$ cat src/rtl/c20_pkg.sv
// Shared types, constants and helper functions for the ChaCha20 keystream XOR block.
// Used by c20_block_gen and chacha20_keystream_xor; no dependencies.
package c20_pkg;

  localparam int DOUBLE_ROUNDS_DEF = 10;
  localparam int BLOCK_BYTES       = 64;
  localparam int POS_W             = $clog2(BLOCK_BYTES);
  localparam int CFG_IDX_W         = 3;

  // "expand 32-byte k"
  localparam logic [31:0] SIGMA0 = 32'h6170_7865;
  localparam logic [31:0] SIGMA1 = 32'h3320_646e;
  localparam logic [31:0] SIGMA2 = 32'h7962_2d32;
  localparam logic [31:0] SIGMA3 = 32'h6b20_6574;

  typedef enum logic [CFG_IDX_W-1:0] {
    CFG_KEY_0_7    = 3'd0,
    CFG_KEY_8_15   = 3'd1,
    CFG_KEY_16_23  = 3'd2,
    CFG_KEY_24_31  = 3'd3,
    CFG_NONCE_0_7  = 3'd4,
    CFG_NONCE_8_11 = 3'd5,
    CFG_INIT_CTR   = 3'd6
  } cfg_idx_t;

  typedef logic [15:0][31:0] words_t;

  typedef enum logic [2:0] {
    GEN_IDLE  = 3'b001,
    GEN_ROUND = 3'b010,
    GEN_FEED  = 3'b100
  } gen_state_t;

  typedef struct packed {
    logic start;
    logic abort;
    logic consume;
  } gen_ctrl_t;

  typedef struct packed {
    logic busy;
    logic done;
  } gen_stat_t;

  function automatic words_t init_words(input logic [255:0] key, input logic [95:0] nonce,
                                        input logic [31:0] ctr);
    words_t w;
    w[0] = SIGMA0;
    w[1] = SIGMA1;
    w[2] = SIGMA2;
    w[3] = SIGMA3;
    for (int i = 0; i < 8; i++) begin
      w[4+i] = key[32*i +: 32];
    end
    w[12] = ctr;
    w[13] = nonce[31:0];
    w[14] = nonce[63:32];
    w[15] = nonce[95:64];
    return w;
  endfunction

  // Rotate each row of four words left by its own amount.
  function automatic words_t row_rotl(input words_t w, input logic [3:0][1:0] amt);
    words_t     o;
    logic [1:0] src;
    for (int r = 0; r < 4; r++) begin
      for (int j = 0; j < 4; j++) begin
        src = 2'(j) + amt[r];
        o[4*r+j] = w[{2'(r), src}];
      end
    end
    return o;
  endfunction

endpackage

$ cat src/rtl/chacha20_keystream_xor.sv
// ChaCha20 (IETF) keystream XOR, one byte per word on a stream interface.
// Channels: s_* input bytes with tlast marking a message's last byte,
// m_* result bytes with the same tlast, cfg_* register writes
// (0..3 key, 4..5 nonce, 6 initial block counter; cfg_ready is always high).
// Latency: a result is valid the cycle after its byte is accepted.
// Throughput: one byte per cycle while a keystream block is on hand and the
// receiver is not stalling. A new 64-byte block is made in steps: a load of
// the state, then the single add/xor/rotate unit doing one quarter-round
// line per cycle, then the feed-forward of the 16 words through the same
// adder; s_tready is low during that time.
// A block is made as soon as the previous one is used up, so the wait often
// overlaps the sender's gaps. Any register write, and every tlast, restarts
// at the initial counter and recomputes the block.
// Reset clears the key, nonce and counter registers to zero and starts the first block at once.
// When the receiver stalls, the result stays in the output register and
// s_tready drops until it is taken.
// Depends on c20_pkg and c20_block_gen.
module chacha20_keystream_xor #(
  parameter int DOUBLE_ROUNDS = c20_pkg::DOUBLE_ROUNDS_DEF
) (
  input  logic                          clk,
  input  logic                          rst,
  input  logic                          s_tvalid,
  output logic                          s_tready,
  input  logic [7:0]                    s_tdata,    // [7:0] data_byte
  input  logic                          s_tlast,
  output logic                          m_tvalid,
  input  logic                          m_tready,
  output logic [7:0]                    m_tdata,    // [7:0] result_byte
  output logic                          m_tlast,
  input  logic                          cfg_valid,
  output logic                          cfg_ready,
  input  logic [c20_pkg::CFG_IDX_W-1:0] cfg_index,
  input  logic [63:0]                   cfg_data
);

  localparam logic [c20_pkg::POS_W-1:0] PosLast = c20_pkg::POS_W'(c20_pkg::BLOCK_BYTES - 1);

  logic [3:0][63:0]            key_reg;
  logic [63:0]                 nonce_lo;
  logic [31:0]                 nonce_hi;
  logic [31:0]                 init_ctr;
  logic [31:0]                 ctr_load;
  logic [31:0]                 block_counter;
  logic [c20_pkg::POS_W-1:0]   byte_pos;
  logic                        ks_valid;
  logic                        cfg_hit;
  logic                        s_fire;
  logic [7:0]                  ks_byte;
  c20_pkg::gen_ctrl_t          gen_ctrl;
  c20_pkg::gen_stat_t          gen_stat;

  assign cfg_ready = 1'b1;
  assign s_tready  = ks_valid && (!m_tvalid || m_tready);
  assign s_fire    = s_tvalid && s_tready;

  always_comb begin
    unique case (c20_pkg::cfg_idx_t'(cfg_index))
      c20_pkg::CFG_KEY_0_7, c20_pkg::CFG_KEY_8_15, c20_pkg::CFG_KEY_16_23,
      c20_pkg::CFG_KEY_24_31, c20_pkg::CFG_NONCE_0_7, c20_pkg::CFG_NONCE_8_11,
      c20_pkg::CFG_INIT_CTR: cfg_hit = cfg_valid && cfg_ready;
      default:               cfg_hit = 1'b0;
    endcase
  end

  // a counter write applies to the block that follows immediately
  assign ctr_load = (c20_pkg::cfg_idx_t'(cfg_index) == c20_pkg::CFG_INIT_CTR) ?
                    cfg_data[31:0] : init_ctr;

  always_ff @(posedge clk) begin
    if (rst) begin
      key_reg  <= '0;
      nonce_lo <= '0;
      nonce_hi <= '0;
      init_ctr <= '0;
    end else if (cfg_hit) begin
      unique case (c20_pkg::cfg_idx_t'(cfg_index))
        c20_pkg::CFG_KEY_0_7:    key_reg[0] <= cfg_data;
        c20_pkg::CFG_KEY_8_15:   key_reg[1] <= cfg_data;
        c20_pkg::CFG_KEY_16_23:  key_reg[2] <= cfg_data;
        c20_pkg::CFG_KEY_24_31:  key_reg[3] <= cfg_data;
        c20_pkg::CFG_NONCE_0_7:  nonce_lo   <= cfg_data;
        c20_pkg::CFG_NONCE_8_11: nonce_hi   <= cfg_data[31:0];
        c20_pkg::CFG_INIT_CTR:   init_ctr   <= cfg_data[31:0];
        default:                 init_ctr   <= init_ctr;
      endcase
    end
  end

  always_ff @(posedge clk) begin
    if (rst) begin
      byte_pos      <= '0;
      ks_valid      <= 1'b0;
      block_counter <= '0;
    end else if (cfg_hit) begin
      byte_pos      <= '0;
      ks_valid      <= 1'b0;
      block_counter <= ctr_load;
    end else if (s_fire) begin
      if (s_tlast) begin
        byte_pos      <= '0;
        ks_valid      <= 1'b0;
        block_counter <= init_ctr;
      end else if (byte_pos == PosLast) begin
        byte_pos      <= '0;
        ks_valid      <= 1'b0;
        block_counter <= block_counter + 32'd1;
      end else begin
        byte_pos <= byte_pos + c20_pkg::POS_W'(1);
      end
    end else if (gen_stat.done) begin
      ks_valid <= 1'b1;
    end
  end

  assign gen_ctrl.start   = !ks_valid && !gen_stat.busy && !cfg_hit;
  assign gen_ctrl.abort   = cfg_hit;
  assign gen_ctrl.consume = s_fire;

  c20_block_gen #(
    .DOUBLE_ROUNDS (DOUBLE_ROUNDS)
  ) u_gen (
    .clk     (clk),
    .rst     (rst),
    .ctrl    (gen_ctrl),
    .stat    (gen_stat),
    .key     (key_reg),
    .nonce   ({nonce_hi, nonce_lo}),
    .counter (block_counter),
    .ks_byte (ks_byte)
  );

  always_ff @(posedge clk) begin
    if (rst) begin
      m_tvalid <= 1'b0;
    end else if (s_fire) begin
      m_tvalid <= 1'b1;
    end else if (m_tready) begin
      m_tvalid <= 1'b0;
    end
  end

  always_ff @(posedge clk) begin
    if (s_fire) begin
      m_tdata <= s_tdata ^ ks_byte;
      m_tlast <= s_tlast;
    end
  end

`ifndef SYNTHESIS
  a_result_follows: assert property (@(posedge clk) disable iff (rst)
    s_fire |=> m_tvalid)
    else $error("accepted word produced no result");

  a_no_accept_while_gen: assert property (@(posedge clk) disable iff (rst)
    gen_stat.busy |-> !s_tready)
    else $error("input accepted while keystream block is being computed");

  a_done_when_empty: assert property (@(posedge clk) disable iff (rst)
    gen_stat.done |-> !ks_valid)
    else $error("block finished while a keystream block was still held");

  a_counter_step: assert property (@(posedge clk) disable iff (rst)
    (s_fire && !s_tlast && (byte_pos == PosLast) && !cfg_hit) |=>
      (block_counter == $past(block_counter) + 32'd1))
    else $error("block counter did not advance at block end");
`endif

endmodule

$ cat src/rtl/c20_arx_unit.sv
// Shared add / xor / rotate unit: one line of a quarter-round per use.
// Depends on nothing; instantiated by c20_block_gen.
module c20_arx_unit (
  input  logic [31:0] x,
  input  logic [31:0] y,
  input  logic [31:0] z,
  input  logic [1:0]  step,
  output logic [31:0] sum,
  output logic [31:0] mix
);

  logic [31:0] t;

  assign sum = x + y;
  assign t   = z ^ sum;

  always_comb begin
    unique case (step)
      2'd0: mix = {t[15:0], t[31:16]};
      2'd1: mix = {t[19:0], t[31:20]};
      2'd2: mix = {t[23:0], t[31:24]};
      2'd3: mix = {t[24:0], t[31:25]};
    endcase
  end

endmodule

$ cat src/rtl/c20_block_gen.sv
// Keystream block generator: 16-word state register, round sequencer and feed-forward.
// Depends on c20_pkg and c20_arx_unit.
module c20_block_gen #(
  parameter int DOUBLE_ROUNDS = c20_pkg::DOUBLE_ROUNDS_DEF
) (
  input  logic               clk,
  input  logic               rst,
  input  c20_pkg::gen_ctrl_t ctrl,
  output c20_pkg::gen_stat_t stat,
  input  logic [255:0]       key,
  input  logic [95:0]        nonce,
  input  logic [31:0]        counter,
  output logic [7:0]         ks_byte
);

  localparam int RndW = $clog2(2 * DOUBLE_ROUNDS);
  localparam logic [RndW-1:0] RndLast = RndW'(2 * DOUBLE_ROUNDS - 1);

  c20_pkg::gen_state_t state;
  c20_pkg::words_t     words;
  c20_pkg::words_t     init_w;
  c20_pkg::words_t     upd;
  c20_pkg::words_t     round_next;
  logic [3:0][1:0]     amt;
  logic [1:0]          step;
  logic [1:0]          qr;
  logic [RndW-1:0]     rnd;
  logic [3:0]          ff_idx;
  logic [31:0]         x, y, z, sum, mix;

  assign init_w = c20_pkg::init_words(key, nonce, counter);

  // Quarter-round always works on column 0; rows are rotated between uses.
  always_comb begin
    if (state == c20_pkg::GEN_FEED) begin
      x = words[0];
      y = init_w[ff_idx];
      z = words[0];
    end else if (!step[0]) begin
      x = words[0];
      y = words[4];
      z = words[12];
    end else begin
      x = words[8];
      y = words[12];
      z = words[4];
    end
  end

  c20_arx_unit u_arx (
    .x    (x),
    .y    (y),
    .z    (z),
    .step (step),
    .sum  (sum),
    .mix  (mix)
  );

  // After the last quarter-round of a column round the rows are diagonalized,
  // after a diagonal round they are put back.
  always_comb begin
    logic [1:0] rr;
    logic [1:0] extra;
    upd = words;
    if (!step[0]) begin
      upd[0]  = sum;
      upd[12] = mix;
    end else begin
      upd[8]  = sum;
      upd[4]  = mix;
    end
    for (int r = 0; r < 4; r++) begin
      rr     = 2'(r);
      extra  = (qr == 2'd3) ? (rnd[0] ? (2'd0 - rr) : rr) : 2'd0;
      amt[r] = (step == 2'd3) ? (2'd1 + extra) : 2'd0;
    end
    round_next = c20_pkg::row_rotl(upd, amt);
  end

  always_ff @(posedge clk) begin
    if (rst) begin
      state  <= c20_pkg::GEN_IDLE;
      step   <= '0;
      qr     <= '0;
      rnd    <= '0;
      ff_idx <= '0;
    end else if (ctrl.abort) begin
      state <= c20_pkg::GEN_IDLE;
    end else begin
      unique case (state)
        c20_pkg::GEN_IDLE: begin
          if (ctrl.start) begin
            state <= c20_pkg::GEN_ROUND;
            step  <= '0;
            qr    <= '0;
            rnd   <= '0;
          end
        end
        c20_pkg::GEN_ROUND: begin
          step <= step + 2'd1;
          if (step == 2'd3) begin
            qr <= qr + 2'd1;
            if (qr == 2'd3) begin
              rnd <= rnd + RndW'(1);
              if (rnd == RndLast) begin
                state  <= c20_pkg::GEN_FEED;
                ff_idx <= '0;
              end
            end
          end
        end
        c20_pkg::GEN_FEED: begin
          ff_idx <= ff_idx + 4'd1;
          if (ff_idx == 4'd15) begin
            state <= c20_pkg::GEN_IDLE;
          end
        end
        default: state <= c20_pkg::GEN_IDLE;
      endcase
    end
  end

  // Idle: load or shift out one keystream byte. Round: one quarter-round line. Feed: word rotate with add.
  always_ff @(posedge clk) begin
    unique case (state)
      c20_pkg::GEN_IDLE: begin
        if (ctrl.start) begin
          words <= init_w;
        end else if (ctrl.consume) begin
          words <= c20_pkg::words_t'(words >> 8);
        end
      end
      c20_pkg::GEN_ROUND: words <= round_next;
      c20_pkg::GEN_FEED:  words <= {sum, words[15:1]};
      default:            words <= words;
    endcase
  end

  assign stat.busy = (state != c20_pkg::GEN_IDLE);
  assign stat.done = (state == c20_pkg::GEN_FEED) && (ff_idx == 4'd15);
  assign ks_byte   = words[0][7:0];

endmodule
$ cat config.mk
export PLATFORM = sky130hd
export DESIGN_NAME = chacha20_keystream_xor
export DESIGN_NICKNAME = d
export VERILOG_FILES = /design/src/rtl/c20_pkg.sv /design/src/rtl/chacha20_keystream_xor.sv /design/src/rtl/c20_arx_unit.sv /design/src/rtl/c20_block_gen.sv
export SDC_FILE = /design/constraint.sdc
export NUM_CORES = 2
export LEC_CHECK = 0
export ABC_AREA = 0
export BUFFER_PORTS_ARGS = -buffer_cell sky130_fd_sc_hd__buf_2
export CORE_MARGIN = 1
export CORE_UTILIZATION = 50
export DETAILED_ROUTE_END_ITERATION = 8
export PLACE_DENSITY = 0.72
export SETUP_SLACK_MARGIN = 0.05
export SKIP_CTS_REPAIR_TIMING = 1
export SLEW_MARGIN = 20
export SYNTH_ARGS = -nofsm -noshare
export SYNTH_HDL_FRONTEND = slang
export SYNTH_HIERARCHICAL = 1
export SYNTH_SLANG_ARGS = --single-unit
$ cat constraint.sdc
create_clock -name clk -period 109.7 [get_ports clk]
set_input_delay 5.485 -clock clk [delete_from_list [all_inputs] [get_ports clk]]
set_output_delay 5.485 -clock clk [all_outputs]
set_load 0.02 [all_outputs]
==> impl_results.md <==
- Headroom to the max-slew limit: 11.1%
- Crit. Startpoint: m_tready
- Final hold violations: 0
- Multi-input logic area: ~0.036 sq mm
- Synth area leaders: edfxtp_1 25%, dfxtp_1 14%, mux2i_1 13%
- Die area: roughly 0.13 sq mm
- Worst-margin pin slew: between 1 and 1.5 ns
- WL/cell: slightly above 30 um
- Distinct cell type count after synthesis: 100
- DIE HEIGHT: around 360 um
- CP Launch Type: primary input
- Ports: between 90 and 100
- Antenna viol nets, final: 0
- Initial antenna violation count: 32
- Slew Limit Fails: 0
- H-tree depth: 3
- Worst Hold Class: reg -> reg
- Synth Register Bits: between 900 and 1000
- Worst Path Max Fanout: 3
- Vias/cell: 7.10
- Register Area: ~0.024 sq mm
- Cell mode on critical path: buf_2
- Max_cap viols: 0
- Top post-synthesis cells by count: 1578 x nand2_1, 959 x a21oi_1, 817 x mux2i_1, 552 x nor2_1, 521 x edfxtp_1
- Core area: about 0.12 sq mm
- Syn avg cell area: a little under 9 sq um
- Clk_lat worst skew: slightly below 0.8 ns
- Total Power: between 1 and 1.5 mW
- Post-route DRC violation count: 0
- Drt pass-1 iters: 9
- Crit path cell chain: buf_2, nand2b_1, and2_1, buf_2
- Synth area leader: edfxtp_1
- First-pass GRT wire length: 381000 um
- Post-Syn Area: between 0.06 and 0.07 sq mm
- Share of cells above drive strength 1: under 10%
- R2R setup slack: between 100 and 150 ns
- Setup Skew: 0.0627 ns
- GRT overflow: 0
- Post-synth EDFFs: 521
- Worst R2R End: u_gen/upd[453]
- Top-count cell post-synth: nand2_1
- Final Core Density: 54.5%
- Max FFs per register: roughly 380
- Peak Freq: 86.5 MHz
- Root buf cell: clkbuf_16
- Sequential share of the synthesized area: just under 40%
- Async set-reset flop share out of synthesis: 0%
- Rows: 129
- Post-DP HPWL: about 170000 um
- Post-synth top area share: about a quarter
- Synthesized Nets: 7393
- Routed Wire Length: around 260000 um
- Status: finished clean
- Buffers on Ports: ~90
- Clock-pin slew on the worst setup and hold paths: about 0.06 ns
- Synth Flop Type: edfxtp_1
- Peak VDD IR: between 10 and 15 uV
- Fin crit share: 10.5%
- R2r startpoint: u_gen/ff_idx[1]
- Fin nets: 7055
- CTS buffer count: between 100 and 150
- Clock Sinks: between 900 and 1000
- Crit path arrival time: just over 6 ns
- Buffers plus inverters on the worst setup path: 2
- Setup TNS: 0 ns
- Area Growth Syn to Fin: 7.50%
- RSZ-0062 raised after global routing: no
- Fillers: about 11000
- Vias in the first global route: ~56000
- CP endpoint kind: output pin
- Pin count of the biggest net entering global routing: around 200
- GPL Wtd Cong: roughly 1.1
- CP max stage cell: and2_1
- R2R cell count: 20
- Crit path to: s_tready
- Vias after detailed routing: 61700
- Leakage: ~23 nW
- Cell family with most CP delay: simple AND/OR/NAND/NOR gates
- Largest stage delay on the critical path: 0.17 ns
- Min cycle time layout: ~12 ns
- Starting Density: just over 50%
- Kind of critical path: in -> out
- Die X: ~360 um
- Setup violators final: 0
- GRT Util Overall: 40.0%
- YS warnings: 6
- Cell depth of the worst setup path: 4
- Gate Count Post-Synth: slightly above 7000
- Clk buf depth: 3
- Initial DRC Count: roughly 10000
- CTS tree: done
- Pwr/cell area: around 18 mW/mm^2
- CP Data Required Time: roughly 100 ns
logic make-up after synthesis:
group	after synthesis	synth area share, %
flip-flops	961	38.8
buffers and inverters	719	4.91
adder cells (fa/ha/maj)	46	0.924
AO/OA/AOI/OAI	2058	20.4
XOR/XNOR	85	1.24
other	1	0.00594
multiplexers	1013	18.5
AND/OR/NAND/NOR	2383	15.3
power by group:
group          internal (mW)  switching (mW)  leakage (nW)
registers              0.430          0.0560          8.63
logic                  0.113           0.218          13.0
clock network          0.215           0.165          1.81
total                  0.758           0.439          23.4
layout by cell type (no fill, tap or decap), types with 114 or more instances in the layout:
cell type	n
nand2_1	1574
a21oi_1	957
mux2i_1	817
nor2_1	545
edfxtp_1	521
dfxtp_1	436
o221ai_1	321
o21ai_0	315
clkbuf_16	115
mux4_2	114
worst min-delay path by stage:
stage                       from            to  slack (ns)  cells past startpoint
floorplan           init_ctr[17]  init_ctr[17]        0.43                      2
global placement    init_ctr[17]  init_ctr[17]        0.44                      2
detailed placement  init_ctr[21]  init_ctr[21]        0.45                      2
CTS                 init_ctr[21]  init_ctr[21]        0.46                      2
global route        init_ctr[16]  init_ctr[16]        0.47                      2
finish              init_ctr[21]  init_ctr[21]        0.46                      2
metal layers:
metal	wire length [um]	global-route usage (%)	up-vias
met1	92600	51.1	29200
met3	42800	14.1	1177
li1	-	-	26000
met2	107000	56.2	5261
met4	21700	28.1	20
met5	123	0	-
final cells by class:
class	instances	share of cell area, %
well taps	1637	3.02
inverters	56	0.310
clock inverters	38	0.533
diodes	24	0.0886
flip-flops and latches	961	36.1
repair buffers	214	2.32
clock buffers	169	4.88
multi-input cells	5586	52.8
worst min-delay path: stages, from the launching register on:
cell	delay, ns
dfxtp_1	0.31
nand2_1	0.05
a21oi_1	0.05
per-stage QoR:
stage | hold slack [ns] | cells | instance area (sq um) | worst slack (ns)
CTS | 0.455 | 8660 | 67700 | 98.14
floorplan | 0.434 | 7266 | 63100 | 65.72
detailed placement | 0.447 | 8453 | 64100 | 98.15
global placement | 0.438 | 8452 | 64000 | 98.13
finish | 0.457 | 8685 | 67800 | 98.14
global route | 0.470 | 8669 | 67800 | 98.11
No activity file was read; power rests on OpenSTA's default activity.
